File: config.mk
export PLATFORM = sky130hd
export DESIGN_NAME = front_coded_word_list_expander_top
export DESIGN_NICKNAME = d
export VERILOG_FILES = /design/src/sv/fcwle_pkg.sv /design/src/sv/fcwle_ctrl.sv /design/src/sv/fcwle_dp.sv /design/src/sv/front_coded_word_list_expander_top.sv
export SDC_FILE = /design/constraint.sdc
export NUM_CORES = 1
export LEC_CHECK = 0
export BUFFER_PORTS_ARGS = -buffer_cell sky130_fd_sc_hd__buf_4
export CAP_MARGIN = 20
export CORE_UTILIZATION = 40
export DETAILED_ROUTE_END_ITERATION = 8
export PLACE_DENSITY_LB_ADDON = 0.05
export SYNTH_ARGS = -nofsm -noshare
export SYNTH_HDL_FRONTEND = slang
export SYNTH_HIERARCHICAL = 1
export SYNTH_SLANG_ARGS = --single-unit
export TNS_END_PERCENT = 1
File: constraint.sdc
create_clock -name clk_i -period 5.7 [get_ports clk_i]
set_clock_uncertainty 0.05 [all_clocks]
set_input_delay 0.855 -clock clk_i [delete_from_list [all_inputs] [get_ports clk_i]]
set_output_delay 0.855 -clock clk_i [all_outputs]
set_load 0.005 [all_outputs]
File: src/sv/fcwle_pkg.sv
// ----------------------------------------------------------------------------
// fcwle_pkg
// Shared types, byte codes and suffix tables for the front-coded word list
// expander.
// ----------------------------------------------------------------------------
package fcwle_pkg;

  // Control bytes of the compressed stream
  localparam logic [7:0] CH_DOT  = 8'h2E;  // commit pending word
  localparam logic [7:0] CH_POP1 = 8'h2D;  // '-'
  localparam logic [7:0] CH_POP2 = 8'h3D;  // '='
  localparam logic [7:0] CH_POP3 = 8'h5F;  // '_'
  localparam logic [7:0] CH_CR   = 8'h0D;  // emit without suffix
  localparam logic [7:0] SFX_LO  = 8'h01;  // lowest suffix code
  localparam logic [7:0] SFX_HI  = 8'h17;  // highest suffix code
  localparam logic [7:0] CH_LF   = 8'h0A;  // ordinary character inside the range
  localparam logic [6:0] OUT_CR  = 7'h0D;

  typedef enum logic [1:0] {
    CLS_COMMIT,
    CLS_POP,
    CLS_EMIT,
    CLS_APPEND
  } byte_class_e;

  typedef enum logic [2:0] {
    ST_IDLE,
    ST_DECODE,
    ST_MOVE_RD,
    ST_MOVE_WR,
    ST_EMIT_RD,
    ST_EMIT_LD,
    ST_SUFFIX,
    ST_CR
  } fcwle_state_e;

  // Controller to datapath
  typedef struct packed {
    logic latch_in;
    logic do_commit;
    logic do_append;
    logic pop_start;
    logic mv_write;
    logic pop_finish;
    logic emit_start;
    logic load_char;
    logic load_suffix;
    logic load_cr;
    logic finish;
  } fcwle_cmd_t;

  // Datapath to controller
  typedef struct packed {
    byte_class_e cls;
    logic        mv_done;
    logic        at_end;
    logic        sfx_done;
    logic        out_free;
  } fcwle_sts_t;

  // Number of suffix characters for an emit code
  function automatic logic [1:0] sfx_len_f(input logic [4:0] code);
    logic [1:0] len;
    case (code)
      5'd1:                                      len = 2'd3;
      5'd2, 5'd3, 5'd4, 5'd5, 5'd6, 5'd7,
      5'd8, 5'd9, 5'd11, 5'd12:                  len = 2'd2;
      5'd14, 5'd15, 5'd16, 5'd17, 5'd18, 5'd19,
      5'd20, 5'd21, 5'd22, 5'd23:                len = 2'd1;
      default:                                   len = 2'd0;
    endcase
    return len;
  endfunction

  // Suffix text, first character in the lowest seven bits
  function automatic logic [20:0] sfx_text_f(input logic [4:0] code);
    logic [20:0] txt;
    case (code)
      5'd1:    txt = {7'h67, 7'h6E, 7'h69};  // ing
      5'd2:    txt = {7'h00, 7'h6C, 7'h61};  // al
      5'd3:    txt = {7'h00, 7'h68, 7'h63};  // ch
      5'd4:    txt = {7'h00, 7'h64, 7'h65};  // ed
      5'd5:    txt = {7'h00, 7'h65, 7'h6C};  // le
      5'd6:    txt = {7'h00, 7'h79, 7'h6C};  // ly
      5'd7:    txt = {7'h00, 7'h73, 7'h75};  // us
      5'd8:    txt = {7'h00, 7'h72, 7'h65};  // er
      5'd9:    txt = {7'h00, 7'h73, 7'h65};  // es
      5'd11:   txt = {7'h00, 7'h65, 7'h69};  // ie
      5'd12:   txt = {7'h00, 7'h67, 7'h6E};  // ng
      5'd14:   txt = {7'h00, 7'h00, 7'h61};  // a
      5'd15:   txt = {7'h00, 7'h00, 7'h64};  // d
      5'd16:   txt = {7'h00, 7'h00, 7'h65};  // e
      5'd17:   txt = {7'h00, 7'h00, 7'h68};  // h
      5'd18:   txt = {7'h00, 7'h00, 7'h6C};  // l
      5'd19:   txt = {7'h00, 7'h00, 7'h6E};  // n
      5'd20:   txt = {7'h00, 7'h00, 7'h72};  // r
      5'd21:   txt = {7'h00, 7'h00, 7'h73};  // s
      5'd22:   txt = {7'h00, 7'h00, 7'h74};  // t
      5'd23:   txt = {7'h00, 7'h00, 7'h79};  // y
      default: txt = '0;
    endcase
    return txt;
  endfunction

endpackage

File: src/sv/fcwle_ctrl.sv
// ----------------------------------------------------------------------------
// fcwle_ctrl
// Sequencer for the expander: decodes each item and steps the datapath
// through prefix moves and word emission.
// ----------------------------------------------------------------------------
module fcwle_ctrl
  import fcwle_pkg::*;
(
  input  logic       clk_i,
  input  logic       rst_ni,
  input  logic       in_valid_i,
  output logic       in_ready_o,
  input  fcwle_sts_t sts_i,
  output fcwle_cmd_t cmd_o
);

  fcwle_state_e state_q, state_d;

  always_ff @(posedge clk_i or negedge rst_ni) begin
    if (!rst_ni) begin
      state_q <= ST_IDLE;
    end else begin
      state_q <= state_d;
    end
  end

  // Next state
  always_comb begin
    state_d = state_q;
    case (state_q)
      ST_IDLE: begin
        if (in_valid_i) state_d = ST_DECODE;
      end
      ST_DECODE: begin
        case (sts_i.cls)
          CLS_POP:  state_d = ST_MOVE_RD;
          CLS_EMIT: state_d = ST_EMIT_RD;
          default:  state_d = ST_IDLE;
        endcase
      end
      ST_MOVE_RD: begin
        state_d = sts_i.mv_done ? ST_IDLE : ST_MOVE_WR;
      end
      ST_MOVE_WR: state_d = ST_MOVE_RD;
      ST_EMIT_RD: begin
        state_d = sts_i.at_end ? ST_SUFFIX : ST_EMIT_LD;
      end
      ST_EMIT_LD: begin
        if (sts_i.out_free) state_d = ST_EMIT_RD;
      end
      ST_SUFFIX: begin
        if (sts_i.sfx_done) state_d = ST_CR;
      end
      ST_CR: begin
        if (sts_i.out_free) state_d = ST_IDLE;
      end
      default: state_d = ST_IDLE;
    endcase
  end

  // Commands
  always_comb begin
    cmd_o      = '0;
    in_ready_o = 1'b0;
    case (state_q)
      ST_IDLE: begin
        in_ready_o      = 1'b1;
        cmd_o.latch_in  = in_valid_i;
      end
      ST_DECODE: begin
        case (sts_i.cls)
          CLS_COMMIT: begin
            cmd_o.do_commit = 1'b1;
            cmd_o.finish    = 1'b1;
          end
          CLS_APPEND: begin
            cmd_o.do_append = 1'b1;
            cmd_o.finish    = 1'b1;
          end
          CLS_POP:  cmd_o.pop_start  = 1'b1;
          CLS_EMIT: cmd_o.emit_start = 1'b1;
          default: ;
        endcase
      end
      ST_MOVE_RD: begin
        cmd_o.pop_finish = sts_i.mv_done;
        cmd_o.finish     = sts_i.mv_done;
      end
      ST_MOVE_WR: cmd_o.mv_write = 1'b1;
      ST_EMIT_LD: cmd_o.load_char = sts_i.out_free;
      ST_SUFFIX: begin
        cmd_o.load_suffix = !sts_i.sfx_done && sts_i.out_free;
      end
      ST_CR: begin
        cmd_o.load_cr = sts_i.out_free;
        cmd_o.finish  = sts_i.out_free;
      end
      default: ;
    endcase
  end

endmodule

File: src/sv/fcwle_dp.sv
// ----------------------------------------------------------------------------
// fcwle_dp
// Datapath: line store memory, prefix and line lengths, move and emit
// counters, and the output register.
// ----------------------------------------------------------------------------
module fcwle_dp
  import fcwle_pkg::*;
#(
  parameter int LINE_DEPTH = 32
) (
  input  logic       clk_i,
  input  logic       rst_ni,
  input  fcwle_cmd_t cmd_i,
  output fcwle_sts_t sts_o,
  input  logic [7:0] in_byte_i,
  input  logic       in_last_i,
  input  logic       out_ready_i,
  output logic       out_valid_o,
  output logic [6:0] out_char_o,
  output logic       out_last_o,
  output logic       out_ovf_o
);

  localparam int AW = $clog2(LINE_DEPTH);
  localparam int CW = $clog2(LINE_DEPTH + 1);
  localparam logic [CW-1:0] DEPTH_C = CW'(LINE_DEPTH);

  logic [6:0] mem [LINE_DEPTH];

  logic [7:0]    byte_q;
  logic          last_q;
  logic [6:0]    rd_data_q;
  logic [6:0]    out_char_q;
  logic          out_last_q, out_ovf_q;
  logic          out_valid_q, out_valid_d;
  logic [CW-1:0] prefix_q, prefix_d, line_q, line_d, idx_q, idx_d;
  logic          dropped_q, dropped_d;
  logic [1:0]    k_q, k_d, spos_q, spos_d;

  byte_class_e   cls;
  logic [1:0]    pop_n, k_calc, sfx_len;
  logic [20:0]   sfx_text;
  logic          has_room;
  logic          wr_en;
  logic [AW-1:0] wr_addr;
  logic [6:0]    wr_data;
  logic [CW-1:0] mv_dst;

  // Byte decode
  always_comb begin
    pop_n = 2'd0;
    if (byte_q == CH_DOT) begin
      cls = CLS_COMMIT;
    end else if (byte_q == CH_POP1) begin
      cls = CLS_POP; pop_n = 2'd1;
    end else if (byte_q == CH_POP2) begin
      cls = CLS_POP; pop_n = 2'd2;
    end else if (byte_q == CH_POP3) begin
      cls = CLS_POP; pop_n = 2'd3;
    end else if (byte_q == CH_CR ||
                 (byte_q >= SFX_LO && byte_q <= SFX_HI && byte_q != CH_LF)) begin
      cls = CLS_EMIT;
    end else begin
      cls = CLS_APPEND;
    end
  end

  // Clamp the pop to the prefix
  assign k_calc   = (prefix_q < CW'(pop_n)) ? prefix_q[1:0] : pop_n;
  assign sfx_len  = sfx_len_f(byte_q[4:0]);
  assign sfx_text = sfx_text_f(byte_q[4:0]);
  assign has_room = line_q < DEPTH_C;
  assign mv_dst   = idx_q - CW'(k_q);

  assign sts_o.cls      = cls;
  assign sts_o.mv_done  = (k_q == 2'd0) || (idx_q == line_q);
  assign sts_o.at_end   = idx_q == line_q;
  assign sts_o.sfx_done = spos_q == sfx_len;
  assign sts_o.out_free = !out_valid_q || out_ready_i;

  // Memory write port
  always_comb begin
    wr_en   = 1'b0;
    wr_addr = line_q[AW-1:0];
    wr_data = byte_q[6:0];
    if (cmd_i.do_append && has_room) begin
      wr_en = 1'b1;
    end else if (cmd_i.mv_write) begin
      wr_en   = 1'b1;
      wr_addr = mv_dst[AW-1:0];
      wr_data = rd_data_q;
    end
  end

  always_ff @(posedge clk_i) begin
    if (wr_en) mem[wr_addr] <= wr_data;
    if (idx_q < DEPTH_C) rd_data_q <= mem[idx_q[AW-1:0]];
  end

  // Lengths and counters
  always_comb begin
    prefix_d    = prefix_q;
    line_d      = line_q;
    dropped_d   = dropped_q;
    idx_d       = idx_q;
    k_d         = k_q;
    spos_d      = spos_q;
    out_valid_d = out_valid_q && !out_ready_i;

    if (cmd_i.do_commit) prefix_d = line_q;
    if (cmd_i.do_append) begin
      if (has_room) line_d = line_q + CW'(1);
      else          dropped_d = 1'b1;
      if (byte_q[7]) prefix_d = has_room ? line_q + CW'(1) : line_q;
    end
    if (cmd_i.pop_start) begin
      idx_d = prefix_q;
      k_d   = k_calc;
    end
    if (cmd_i.mv_write) idx_d = idx_q + CW'(1);
    if (cmd_i.pop_finish) begin
      prefix_d = prefix_q - CW'(k_q);
      line_d   = line_q - CW'(k_q);
    end
    if (cmd_i.emit_start) begin
      idx_d  = '0;
      spos_d = 2'd0;
    end
    if (cmd_i.load_char)   idx_d  = idx_q + CW'(1);
    if (cmd_i.load_suffix) spos_d = spos_q + 2'd1;
    if (cmd_i.load_char || cmd_i.load_suffix || cmd_i.load_cr) out_valid_d = 1'b1;
    if (cmd_i.load_cr) begin
      line_d    = prefix_q;
      dropped_d = 1'b0;
    end
    // Drop all line state after the last item of a block
    if (cmd_i.finish && last_q) begin
      prefix_d  = '0;
      line_d    = '0;
      dropped_d = 1'b0;
    end
  end

  always_ff @(posedge clk_i or negedge rst_ni) begin
    if (!rst_ni) begin
      prefix_q    <= '0;
      line_q      <= '0;
      dropped_q   <= 1'b0;
      idx_q       <= '0;
      k_q         <= 2'd0;
      spos_q      <= 2'd0;
      out_valid_q <= 1'b0;
    end else begin
      prefix_q    <= prefix_d;
      line_q      <= line_d;
      dropped_q   <= dropped_d;
      idx_q       <= idx_d;
      k_q         <= k_d;
      spos_q      <= spos_d;
      out_valid_q <= out_valid_d;
    end
  end

  // Input capture and output payload
  always_ff @(posedge clk_i) begin
    if (cmd_i.latch_in) begin
      byte_q <= in_byte_i;
      last_q <= in_last_i;
    end
    if (cmd_i.load_char) begin
      out_char_q <= rd_data_q;
      out_last_q <= 1'b0;
      out_ovf_q  <= dropped_q;
    end else if (cmd_i.load_suffix) begin
      out_char_q <= sfx_text[7*spos_q +: 7];
      out_last_q <= 1'b0;
      out_ovf_q  <= dropped_q;
    end else if (cmd_i.load_cr) begin
      out_char_q <= OUT_CR;
      out_last_q <= 1'b1;
      out_ovf_q  <= dropped_q;
    end
  end

  assign out_valid_o = out_valid_q;
  assign out_char_o  = out_char_q;
  assign out_last_o  = out_last_q;
  assign out_ovf_o   = out_ovf_q;

endmodule

File: src/sv/front_coded_word_list_expander_top.sv
// ----------------------------------------------------------------------------
// front_coded_word_list_expander_top
// Expands a front-coded word list, one compressed byte per input item, into
// plaintext words closed by a carriage return.
// ----------------------------------------------------------------------------
// Input channel (s_axis): one compressed byte per item in tdata[7:0], tlast
// marks the last byte of a block; all line state is dropped after it.
// Output channel (m_axis): one plaintext character per item in tdata[6:0],
// tlast on the closing carriage return of a word, tuser set on every item of
// a word that lost characters because the line store was full.
// A character, dot or commit byte is finished in the decode state. A pop
// moves each pending character that has to slide down behind the shortened
// prefix with one read and one write on the single line store port pair.
// An emit sends the stored characters, then the suffix characters and the
// closing carriage return; the stored characters are read one at a time
// from the line store, whose read data is registered.
// The output register decouples the sides: the next byte is accepted while
// the closing carriage return still waits. When the receiver stalls, emission
// holds and the item on m_axis stays unchanged.
// Reset clears lengths, the dropped flag and the output valid; the line
// store itself is not cleared and needs no clearing pass.
// ----------------------------------------------------------------------------
module front_coded_word_list_expander_top
  import fcwle_pkg::*;
#(
  parameter int LINE_DEPTH = 32
) (
  input  logic       clk_i,
  input  logic       rst_ni,
  input  logic       s_axis_tvalid,
  output logic       s_axis_tready,
  input  logic [7:0] s_axis_tdata,   // [7:0] in_byte
  input  logic       s_axis_tlast,   // last_byte
  output logic       m_axis_tvalid,
  input  logic       m_axis_tready,
  output logic [7:0] m_axis_tdata,   // [6:0] out_byte, [7] zero
  output logic       m_axis_tlast,   // last_of_run
  output logic       m_axis_tuser    // [0] overflow
);

  fcwle_cmd_t cmd;
  fcwle_sts_t sts;
  logic [6:0] out_char;

  // Sequencer: accepts an item only when idle, then steps the datapath
  fcwle_ctrl u_ctrl (
    .clk_i      (clk_i),
    .rst_ni     (rst_ni),
    .in_valid_i (s_axis_tvalid),
    .in_ready_o (s_axis_tready),
    .sts_i      (sts),
    .cmd_o      (cmd)
  );

  // Line store, lengths and output register
  fcwle_dp #(
    .LINE_DEPTH (LINE_DEPTH)
  ) u_dp (
    .clk_i       (clk_i),
    .rst_ni      (rst_ni),
    .cmd_i       (cmd),
    .sts_o       (sts),
    .in_byte_i   (s_axis_tdata),
    .in_last_i   (s_axis_tlast),
    .out_ready_i (m_axis_tready),
    .out_valid_o (m_axis_tvalid),
    .out_char_o  (out_char),
    .out_last_o  (m_axis_tlast),
    .out_ovf_o   (m_axis_tuser)
  );

  // Pad the character to a whole byte
  assign m_axis_tdata = {1'b0, out_char};

endmodule

==> Yosys cells after proc, flatten, opt, wreduce, memory -nomap -nowiden <==
Memories as Yosys holds them, arrays and structs flattened. A register that Yosys moved wholly into a read port is not among the register bits.
Index checks and enable logic that the tools add are counted.
{ "totals": {"reg_bits": 45, "latch_bits": 0, "ram_bits": 224, "romBits": 672, "in_bits": 13, "out_inout_bits": 12, "mem_count": 3} }
{ "op_classes": {"add_sub_neg": 6, "multipliers": 1, "n_div": 0, "magnitude_cmp": 5, "n_eq_ne": 23, "n_shift": 1, "n_mux": 70, "n_bitwise": 0, "reduce_logical": 26} }
{ "mem_list": {"columns": ["name", "depth", "word_bits", "read_ports", "rd_clocked_by_memory_dff", "wr", "line_no", "rtl"], "rows": [
  ["(name not given)", 32, 19, 1, 1, 0, "fcwle_pkg.sv:78", "case (code)"],
  ["u_dp.mem", 32, 7, 1, 1, 1, "fcwle_dp.sv:28", "logic [6:0] mem [LINE_DEPTH];"],
  ["(name not given)", 32, 2, 1, 1, 0, "fcwle_pkg.sv:64", "case (code)"]
]} }
{ "op_table": {"columns": ["operator", "count"], "rows": [
  ["6-bit two-way mux", 14],
  ["7-bit two-way mux", 5],
  ["1-bit two-way mux", 26],
  ["2-bit two-way mux", 13],
  ["8-bit by 6-bit equality test with 1-bit output (second input constant)", 3],
  ["3-bit one-hot mux with 8 select lines", 1],
  ["21-bit by 6-bit variable part select with 7-bit output", 1],
  ["5-bit two-way mux", 4],
  ["3-bit two-way mux", 5],
  ["6-bit by 1-bit adder with 6-bit output (second input constant)", 2],
  ["3-bit equality test (second input constant)", 4],
  ["6-bit less-than comparator (second input constant)", 2],
  ["6-bit by 2-bit subtractor with 6-bit output", 2],
  ["8-bit by 4-bit equality test with 1-bit output (second input constant)", 1],
  ["8-bit by 7-bit equality test with 1-bit output (second input constant)", 1],
  ["8-bit by 1-bit greater-or-equal comparator with 1-bit output (second input constant)", 1],
  ["8-bit by 5-bit <= comparator with 1-bit output (second input constant)", 1],
  ["8-bit by 4-bit != test with 1-bit output (second input constant)", 1],
  ["4-bit nonzero test", 2],
  ["3-bit by 2-bit equality test with 1-bit output (second input constant)", 2],
  ["6-bit equality test", 1],
  ["1-bit logical AND", 6],
  ["6-bit by 2-bit less-than comparator with 1-bit output", 1],
  ["2-bit by 1-bit != test with 1-bit output (second input constant)", 3],
  ["other kinds (20)", 30]
]} }

==> Depth between registers and ports, before layout <==
Gate-level depths: netlist of run 1.
{ "depth": {"ltp_word": 17, "mapped_depth": 13, "ltp_nobuf": 11} }

==> Modules after synthesis <==
Netlist of run 1, hierarchy kept.
{ "by_module_without_submodules": {"columns": ["mod", "instances", "cells_each", "area_per_inst_um2"], "rows": [
  ["fcwle_dp", 1, 830, 12632.1],
  ["fcwle_ctrl", 1, 52, 392.9],
  ["front_coded_word_list_expander_top", 1, 2, 11.3]
]} }

==> Least setup slack after synthesis of run 1 <==
No wires, ideal clock.
{ "synth_timing": {"kind": "register to register", "start": "register u_dp.byte_q[1]", "end": "memory u_dp.mem[0][0], data pin", "setup_time_ns": 0.454, "arrival_ns": 3.596, "path_slack_ns": 1.600, "path_stages_with_launch": 12, "path_buffers": 2, "synth_period_minus_slack_ns": 4.100, "path_cell_list": "edfxtp_1 -> clkbuf_1 -> or4_1 -> nor2_1 -> nor4_1 -> a32oi_1 -> ha_1 -> and2_1 -> nor2b_1 -> clkbuf_1 -> nor2_1 -> o21ai_0"} }
{ "synth_rtl": {"columns": ["element", "line_no", "rtl"], "rows": [
  ["start, declared", "fcwle_dp.sv:30", "logic [7:0] byte_q;"],
  ["start signal, assigned", "fcwle_dp.sv:167", "byte_q <= in_byte_i;"],
  ["end, declared", "fcwle_dp.sv:28", null]
]} }

==> results of run 1 <==
==> Yosys cell counts (all sizes together) (10+ instances only) <==
library cell,instances,area [um^2]
a21oi,36,180
buf,20,114
clkbuf,35,131
dfrtp,27,676
dfxtp,15,300
edfxtp,248,7450
ha,18,225
inv,25,93.8
mux2,12,135
mux2i,13,130
mux4,56,1260
nand2,56,210
nand3,15,75.1
nor2,48,180
nor2b,10,62.6
nor3,18,100
o21ai,37,185
o22ai,31,194
xnor2,13,114
==> path summary, 6_finish.rpt <==
| path | cells past startpoint | from | slack, ps | end |
|---|---|---|---|---|
| max in group asynchronous | 1 | rst_ni | 5130 | u_dp/idx_q[0] |
| hold / removal | 1 | rst_ni | 150 | u_dp/prefix_q[2] |
| min in group clk_i | 1 | s_axis_tlast | 400 | u_dp/last_q |
| setup / recovery | 10 | u_dp/byte_q[4] | 1230 | u_dp/mem[15][5] |
| setup reg to reg | 10 | u_dp/byte_q[4] | 1230 | u_dp/mem[15][5] |
| hold reg to reg | 2 | u_dp/out_last_o | 440 | u_dp/out_last_o |
==> power breakdown <==
part | internal [W] | switching [W] | total [W]
logic | 0.000845 | 0.000989 | 0.00183
clock network | 0.00109 | 0.000819 | 0.00191
registers | 0.00252 | 0.000289 | 0.00281
==> per-stage QoR <==
stage               instance area, um^2  power [W]  instances
floorplan                         13000    0.00409        884
global placement                  13600    0.00464       1299
detailed placement                13600    0.00466       1300
CTS                               14600    0.00658       1357
global route                      14700    0.00686       1359
finish                            14700    0.00655       1359
==> routing by layer <==
metal / share of wire, % / GRT usage [%] / wire length (um)
met5: 0 / 0 / 0
met4: 3.0 / 5.88 / 923
met3: 5.9 / 3.11 / 1850
met2: 49 / 32.9 / 15400
met1: 42 / 24.8 / 13000
==> logic make-up (layout without fill, tap and decap cells) <==
family	count (synthesis)	in the layout	share of synthesized area, %
AO/OA/AOI/OAI	171	171	8.60
XOR/XNOR	22	22	1.48
adder cells (fa/ha/maj)	21	21	2.19
buffers and inverters	80	120	2.60
flip-flops	290	290	64.6
multiplexers	81	81	11.7
other	1	1	0.0288
AND/OR/NAND/NOR	218	218	8.78
==> flip-flops by register name, summed over array words and instances, names as in the netlist <==
signal,count
u_ctrl/state_q,3
u_dp/byte_q,8
u_dp/dropped_q,1
u_dp/idx_q,6
u_dp/k_q,2
u_dp/last_q,1
u_dp/line_q,6
u_dp/mem,224
u_dp/out_char_o,7
u_dp/out_last_o,1
u_dp/out_ovf_o,1
u_dp/out_valid_o,1
u_dp/prefix_q,6
u_dp/rd_data_q,7
u_dp/sfx_len,1
u_dp/sfx_text,13
u_dp/spos_q,2
==> cell type report <==
type / instances / area, um^2
Fill cell: 2739 / 17100
Tap cell: 435 / 544
Timing Repair Buffer: 38 / 345
Inverter: 25 / 93.8
Clock inverter: 16 / 92.6
Sequential cell: 290 / 8430
Clock buffer: 41 / 886
Multi-Input combinational cell: 514 / 4290
==> critical path: cells and delay by family, from the launching register on <==
kind / cells / cell delay (ps)
simple gates: 5 / 1480
fa+ha+maj: 1 / 190
compound gates: 4 / 1850
flops: 1 / 500
==> qor.tcl, run 1 <==
set qor(max_cap_violations) 0
set qor(most-common-layout-cells) {edfxtp_1, nand2_1, mux4_2}
set qor(postSynthNetCount) 918
set qor(dr_total_vias) 7670
set qor(syn_area_per_cell_um2) 14.7
set qor(startpoint_type) {flop}
set qor(floorplan.die_area_um2) 33300
set qor(synth-warning-count) 6
set qor(fin_util_pct) 46.2
set qor(layout_setup_ws_ps) 1230
set qor(finalHoldViolCount) 0
set qor(power.leakage_nw) 4.92
set qor(setup_viol) 0
set qor(postSynthCellCount) 884
set qor(tritoncts) {built}
set qor(critPathSlowestCell) {a21oi_1}
set qor(worstMarginPinSlew_ps) 899
set qor(nNetsFinal) 934
set qor(crit_type) {flop to flop}
set qor(post_synthesis_async_set_or_reset_flop_share_pct) 9.31
set qor(io_pins) 25
set qor(drt-wirelength-per-cell_um) 22.9
set qor(preCtsSetupSlack_ps) 1280
set qor(cp_data_required_time_ps) 5850
set qor(placement_rows) 65
set qor(worst_setup_hold_path_clk_slew_ps) 60
set qor(maxSlewViolCount) 0
set qor(setup_buffers_after_cts) 0
set qor(clock_latency_ps) 580
set qor(cts_inserted_buffers) 31
set qor(route.final.wire_length_mm) 31.2
set qor(period_needed_ps) 4470
set qor(critPathCaptureType) {flop}
set qor(outcome) {finished, final reports clean}
set qor(cts.sinks) 290
set qor(rsz0062_at_grt) {false}
set qor(cts-root-to-sink-buffers) 3
set qor(ys_types) 78
set qor(area_of_the_mapped_netlist_um2) 13000
set qor(synth_edf_count) 248
set qor(yosysSeqAreaShare_pct) 64.6
set qor(detailedPlacementHpwl_mm) 20.9
set qor(clock_tree.htree_level_count) 1
set qor(gp_congestion) 0.879
set qor(cellPowerDensity_nw_per_um2) 446
set qor(port-buffer-count) 23
set qor(cts-hold-fix-buffers) 0
set qor(dominantRegCellSynth) {edfxtp_1}
set qor(hold_class) {input port to async pin}
set qor(detail_route.vias_per_cell) 5.64
set qor(grt_pass1_vias) 7710
set qor(postRouteAntennaNets) 0
set qor(drcViolationCount) 0
set qor(die_boundary_width_um) 183
set qor(post_cts_resized) 0
set qor(area_delta_synth_final_pct) 12.6
set qor(grt_max_degree) 60
set qor(grt_pass1_wl_mm) 47.8
set qor(critical_path.max_fanout) 16
set qor(placeable_core_region_um2) 31800
set qor(initial_core_util_pct) 41.0
set qor(drt_iter0_drc) 1008
set qor(maxClockFrequency_mhz) 224
set qor(cp_data_arrival_time_ps) 4620
set qor(die_y_um) 183
set qor(commonest_non_fill_non_tap_cell_in_the_layout) {edfxtp_1}
set qor(relSlewSlack_pct) 39.4
set qor(grt.total_usage_pct) 19.1
set qor(vdd_drop_max_mv) 0.261
set qor(cp_cell_sequence) {or4_1 > nor2_1 > nor4_1 > a32oi_1 > ha_1 > and2_1 > nand2b_1 > a21boi_0 > o21ai_0 > a21oi_1}
set qor(postSynthRegisterBits) 290
set qor(final.setup.tns_ps) 0
set qor(period_share_pct) 78.3
set qor(insertedDiodeCount) 0
set qor(fin_worst_hold_slack_ps) 148
set qor(detailedRoute.firstPassIterationCount) 6
set qor(clock_tree.root_cell) {clkbuf_16}
set qor(grt_overflow_total) 0
set qor(antenna_violations_before_repair) 0
set qor(worst_path_largest_cell_delay_ps) 710
set qor(post_route_cells_drive_above_1_share_pct) 18.3
Power figures use the tool's default switching activity.
==> run 2, diff against run 1 <==
Clock period 5.7 ns to 4.5 ns, I/O delays scaled along.
==> run 2 against run 1 <==
- maximum frequency grew 8.2%
- critical path depth shrank 1
- clock power increased by 44%
- global-route usage increased by 1.1 points
- highest routed layer unchanged
- routed wire length is 4.8% higher
- core utilization grew 0.61 points
- clock-buffer cell count up 2
- largest power group unchanged
- non-clock buffer count increased by 13
- largest cell class unchanged
- critical path type unchanged
==> qor.tcl, run 2 (synthesized netlist as in run 1, its figures left out) <==
set qor(grt_max_degree) 42
set qor(vdd_drop_max_mv) 0.263
set qor(clock_latency_ps) 520
set qor(combPwrFrac_pct) 26.8
set qor(power.leakage_nw) 5.03
set qor(period_share_pct) 91.7
set qor(maxClockFrequency_mhz) 242
set qor(cts-root-to-sink-buffers) 3
set qor(rsz0062_at_grt) {false}
set qor(critPathCaptureType) {flop}
set qor(worst_setup_hold_path_clk_slew_ps) 60
set qor(critical_path.max_fanout) 10
set qor(port-buffer-count) 23
set qor(grt_pass1_wl_mm) 50.2
set qor(commonest_non_fill_non_tap_cell_in_the_layout) {edfxtp_1}
set qor(ff_latch_area_um2) 8430
set qor(crit_type) {flop to flop}
set qor(final.setup.tns_ps) 0
set qor(report.power.total_w) 0.00858
set qor(clock_tree.htree_level_count) 2
set qor(largest_register_ff_count) 224
set qor(seq_power_share_pct) 41.2
set qor(period_needed_ps) 4130
set qor(cp_data_arrival_time_ps) 4220
set qor(setup_viol) 0
set qor(cp_cell_sequence) {and4b_1 > o211a_1 > a21oi_1 > ha_1 > and2_1 > nor2b_1 > nor2_1 > o211ai_1 > a21oi_1}
set qor(placeable_core_region_um2) 31800
set qor(route.final.wire_length_mm) 32.7
set qor(worstMarginPinSlew_ps) 879
set qor(cellPowerDensity_nw_per_um2) 577
set qor(drcViolationCount) 0
set qor(grt_overflow_total) 0
set qor(max_cap_violations) 0
set qor(die_y_um) 183
set qor(detailedPlacementHpwl_mm) 21.7
set qor(antenna_violations_before_repair) 0
set qor(placement_rows) 65
set qor(startpoint_type) {flop}
set qor(clock_power_share_pct) 32.0
set qor(grt.total_usage_pct) 20.2
set qor(outcome) {finished, final reports clean}
set qor(setup_buffers_after_cts) 0
set qor(cts.sinks) 290
set qor(io_pins) 25
set qor(detail_route.vias_per_cell) 5.74
set qor(cp_data_required_time_ps) 4590
set qor(hold_class) {input port to async pin}
set qor(area_delta_synth_final_pct) 14.1
set qor(insertedDiodeCount) 0
set qor(cts-hold-fix-buffers) 0
set qor(swShare_pct) 31.1
set qor(tritoncts) {built}
set qor(grt_pass1_vias) 8014
set qor(relSlewSlack_pct) 41.2
set qor(most-common-layout-cells) {edfxtp_1, nand2_1, mux4_2}
set qor(p_int_w) 0.00591
set qor(filler_cell_count) 2715
set qor(register_with_the_most_flip_flops) {u_dp/mem}
set qor(post_route_cells_drive_above_1_share_pct) 19.9
set qor(crit_top_cell) {a21oi_1}
set qor(nNetsFinal) 950
set qor(critPathSlowestCell) {a21oi_1}
set qor(gp_congestion) 0.888
set qor(netSwitchingPower_w) 0.00267
set qor(floorplan.die_area_um2) 33300
set qor(post_cts_resized) 0
set qor(die_boundary_width_um) 183
set qor(drt-wirelength-per-cell_um) 23.7
set qor(clock_tree.root_cell) {clkbuf_16}
set qor(worst_path_largest_cell_delay_ps) 750
set qor(postRouteAntennaNets) 0
set qor(dr_total_vias) 7900
set qor(initial_core_util_pct) 41.0
set qor(drt_iter0_drc) 931
set qor(multi_input_comb_area_um2) 4290
set qor(detailedRoute.firstPassIterationCount) 5
set qor(finalHoldViolCount) 0
set qor(cts_inserted_buffers) 34
set qor(maxSlewViolCount) 0
## run 2: final timing paths
path                       cells past startpoint  slack, ps               to       startpoint
setup / recovery                               9        370  u_dp/mem[13][4]   u_dp/byte_q[7]
min in group clk_i                             1        310      u_dp/last_q     s_axis_tlast
hold reg to reg                                2        430  u_dp/out_last_o  u_dp/out_last_o
hold / removal                                 1         50   u_dp/spos_q[1]           rst_ni
max in group asynchronous                      1       4030    u_dp/idx_q[0]           rst_ni
setup reg to reg                               9        370  u_dp/mem[13][4]   u_dp/byte_q[7]
## run 2: layout make-up
class	instances	area share, %
flip-flops and latches	290	56.7
multi-input cells	514	28.8
clock buffers	43	6.37
well taps	435	3.66
repair buffers	51	2.57
clock inverters	19	1.26
inverters	25	0.631
## run 2: stage by stage
stage / cell area (um^2) / std cells / worst slack (ps) / utilization, % / hold WS, ps
4_1_cts: 14900 / 1377 / 462 / 46.8 / 51.6
5_1_grt: 14900 / 1377 / 37.4 / 46.8 / 58.7
3_3_place_gp: 13700 / 1315 / 652 / 43.2 / 416
6_report: 14900 / 1377 / 373 / 46.8 / 48.6
3_5_place_dp: 13700 / 1315 / 469 / 43.2 / 433
2_1_floorplan: 13000 / 884 / 400 / - / 329
## run 2: layer usage
| layer | vias up | routed length (um) | global-route usage, % | part of all wire [%] |
|---|---|---|---|---|
| li1 | 3538 | - | - | - |
| met4 | 0 | 943 | 6.22 | 2.9 |
| met5 | - | 0 | 0 | 0 |
| met3 | 71 | 1680 | 2.91 | 5.2 |
| met1 | 4007 | 14200 | 27.4 | 44 |
| met2 | 284 | 15800 | 33.6 | 48 |
## run 2: worst max-delay path, delay by kind of cell, from the launching register on
family,cells,cell delay (ps)
AO/OA/AOI/OAI,4,1530
adder cells (fa/ha/maj),1,190
flip-flops,1,550
AND/OR/NAND/NOR,4,1440
## run 2: power groups by stage
stage	logic (W)	clock network [W]	registers [W]
2_1_floorplan	0.00184	0	0.00334
3_3_place_gp	0.00229	0	0.00358
3_5_place_dp	0.00231	0	0.00359
4_1_cts	0.00232	0.00282	0.00354
5_1_grt	0.00251	0.00293	0.00357
6_report	0.00230	0.00275	0.00354
==> run 3, diff against run 2 <==
Settings changed: SYNTH_HIERARCHICAL 1 to default.
==> run 3 against run 2 <==
- die area up 0.61%
- maximum frequency rose by 8.8%
- combinational power up 17%
- sequential share of layout area grew 0.44 points
- routed wire length grew 2.6%
- clock-buffer cell count shrank 10
- sequential cell count did not move
- global-route usage increased by 0.21 points
- synthesized area rose by 0.62%
- critical path depth stayed put
- core utilization shrank 0.48 points
- final cell count is 1.7% lower
- largest power group unchanged
- highest routed layer unchanged
==> qor.tcl, run 3 <==
set qor(critical_path.max_fanout) 10
set qor(cts.sinks) 290
set qor(synth-warning-count) 0
set qor(finalHoldViolCount) 0
set qor(crit_type) {flop to flop}
set qor(filler_cell_count) 2745
set qor(cts-root-to-sink-buffers) 3
set qor(crit_family) {simple AND/OR/NAND/NOR gates}
set qor(rsz0062_at_grt) {false}
set qor(rrSetupSlack_ps) 710
set qor(period_needed_ps) 3790
set qor(route.final.wire_length_mm) 33.5
set qor(tritoncts) {built}
set qor(largest_register_ff_count) 224
set qor(commonest_non_fill_non_tap_cell_in_the_layout) {edfxtp_1}
set qor(drt-wirelength-per-cell_um) 24.8
set qor(worst_path_largest_cell_delay_ps) 660
set qor(power.leakage_nw) 4.93
set qor(min_to) {u_dp.byte_q[7]}
set qor(critical_path.n_buffers_inverters) 0
set qor(port-buffer-count) 23
set qor(initial_core_util_pct) 41.1
set qor(layout_setup_ws_ps) 708
set qor(most-common-layout-cells) {edfxtp_1, nand2_1, nor2_1}
set qor(detailedPlacementHpwl_mm) 21.8
set qor(worstReg2RegEnd) {u_dp.mem[10][1]}
set qor(clock_tree.root_cell) {clkbuf_16}
set qor(synth-xor-area-share_pct) 1.40
set qor(ff_latch_area_um2) 8430
set qor(cp_data_arrival_time_ps) 3950
set qor(grt_pass1_wl_mm) 50.0
set qor(grt_max_degree) 64
set qor(synth.top_cell.area_share_pct) 56.8
set qor(grt_overflow_total) 0
set qor(dr_total_vias) 7632
set qor(multi_input_comb_area_um2) 4380
set qor(vdd_drop_max_mv) 0.325
set qor(r2r.worst_path.cells) 9
set qor(clock_tree.htree_level_count) 1
set qor(cp_data_required_time_ps) 4660
set qor(grt.total_usage_pct) 20.4
set qor(min_path_cells) 1
set qor(detailedRoute.firstPassIterationCount) 7
set qor(cp_cell_sequence) {nor3_1 > a21oi_1 > or3_1 > a22oi_1 > ha_1 > and4bb_2 > a22o_1 > nand2_1 > nor2_1}
set qor(report.power.total_w) 0.00896
set qor(ys_types) 66
set qor(post_cts_resized) 0
set qor(post_route_cells_drive_above_1_share_pct) 20.0
set qor(muxShareOfSynthArea_pct) 14.0
set qor(critPathSlowestCell) {nor2_1}
set qor(postSynthCellCount) 878
set qor(cts_inserted_buffers) 31
set qor(grt_pass1_vias) 7714
set qor(critPathCaptureType) {flop}
set qor(antenna_violations_before_repair) 0
set qor(die_boundary_width_um) 183
set qor(worst_r2r_startpoint) {u_dp.byte_q[1]}
set qor(min_from) {s_axis_tdata[7]}
set qor(postSynthRegisterBits) 290
set qor(synth.area.top_cells) {edfxtp_1, mux4_2, dfrtp_1, nand2_1, dfxtp_1}
set qor(cts-hold-fix-buffers) 1
set qor(nNetsFinal) 930
set qor(cellPowerDensity_nw_per_um2) 607
set qor(netlist_top_cells_count) {edfxtp_1, nand2_1, nor2_1, mux4_2, o21ai_0}
set qor(insertedDiodeCount) 0
set qor(register_with_the_most_flip_flops) {u_dp.mem}
set qor(synth_compound_gate_area_share_pct) 6.71
set qor(floorplan.die_area_um2) 33500
set qor(startpoint_type) {flop}
set qor(postSynthNetCount) 913
set qor(placeable_core_region_um2) 31900
set qor(drt_iter0_drc) 718
set qor(die_y_um) 183
set qor(period_share_pct) 84.3
set qor(hold_class) {input port to flop}
set qor(worst_setup_hold_path_clk_slew_ps) 60
set qor(drcViolationCount) 0
set qor(most_repeated_cell_in_the_gate_level_netlist_after_synthesis) {edfxtp_1}
set qor(area_delta_synth_final_pct) 12.5
set qor(postRouteAntennaNets) 0
set qor(setup_buffers_after_cts) 0
set qor(placement_rows) 65
set qor(relSlewSlack_pct) 36.7
set qor(syn_area_per_cell_um2) 14.9
set qor(synth-adder-area-share_pct) 2.27
set qor(setup_viol) 0
set qor(dominantRegCellSynth) {edfxtp_1}
set qor(synth_edf_count) 248
set qor(final.setup.tns_ps) 0
set qor(max_cap_violations) 0
set qor(preCtsSetupSlack_ps) 744
set qor(detail_route.vias_per_cell) 5.64
set qor(dominant_combinational_cell_family_by_area_after_synthesis) {multiplexers}
set qor(synth_simple_gate_area_share_pct) 8.78
set qor(outcome) {finished, final reports clean}
set qor(post_synthesis_async_set_or_reset_flop_share_pct) 9.31
set qor(maxClockFrequency_mhz) 264
set qor(worstMarginPinSlew_ps) 922
set qor(fin_util_pct) 46.3
set qor(yosysSeqAreaShare_pct) 64.2
set qor(maxSlewViolCount) 0
set qor(area_of_the_mapped_netlist_um2) 13100
set qor(gp_congestion) 0.860
set qor(clock_latency_ps) 580
set qor(synthDominantAreaCellType) {edfxtp_1}
set qor(io_pins) 25
[run 3: cell families after synthesis]
kind of cell	Yosys count
buffers and inverters	67
DFF	290
and+or+nand+nor	249
AOI/OAI and AO/OA	133
other	1
muxes	95
xor gates and xnor gates	21
adders and majority gates	22
[run 3: stage by stage]
| stage | instance area (um^2) | std cells | hold WS, ps |
|---|---|---|---|
| final | 14800 | 1353 | 230 |
| after global routing | 14800 | 1353 | 200 |
| after CTS | 14700 | 1352 | 196 |
| after detailed placement | 13700 | 1295 | 402 |
| after global placement | 13700 | 1295 | 393 |
| after floorplan | 13100 | 878 | 329 |
[run 3: layer usage]
metal	wire length [um]	part of all wire, %	GRT usage (%)	vias to the layer above
li1	-	-	-	3434
met1	14500	43	27.3	3896
met2	16600	50	35.0	250
met3	1560	4.7	2.44	52
met4	844	2.5	6.03	0
met5	0	0	0	-
[run 3: where the power goes]
part	switching (W)	internal (W)	total, W
clock network	0.00107	0.00155	0.00262
logic	0.00148	0.00122	0.00269
registers	0.000365	0.00328	0.00364
total	0.00291	0.00605	0.00896
[run 3: worst max-delay path by stage]
stage              startpoint               to  slack [ps]  cells after the start
2_1_floorplan   u_dp.idx_q[0]   u_dp.mem[7][0]        1510                     11
3_3_place_gp   u_dp.byte_q[1]   u_dp.mem[8][0]         870                      9
3_5_place_dp   u_dp.byte_q[1]  u_dp.mem[27][5]         740                     10
4_1_cts        u_dp.byte_q[1]  u_dp.mem[27][0]         740                     10
5_1_grt        u_dp.byte_q[1]  u_dp.mem[27][0]         450                     10
6_report       u_dp.byte_q[1]  u_dp.mem[10][1]         710                      9
[run 3: final cells by class]
| class | instances | share of cell area [%] |
|---|---|---|
| sequential | 290 | 57.1 |
| clock inverter | 23 | 1.86 |
| tap | 435 | 3.69 |
| timing repair buffer | 35 | 1.93 |
| multi-input combinational | 521 | 29.7 |
| inverter | 16 | 0.407 |
| clock buffer | 33 | 5.31 |
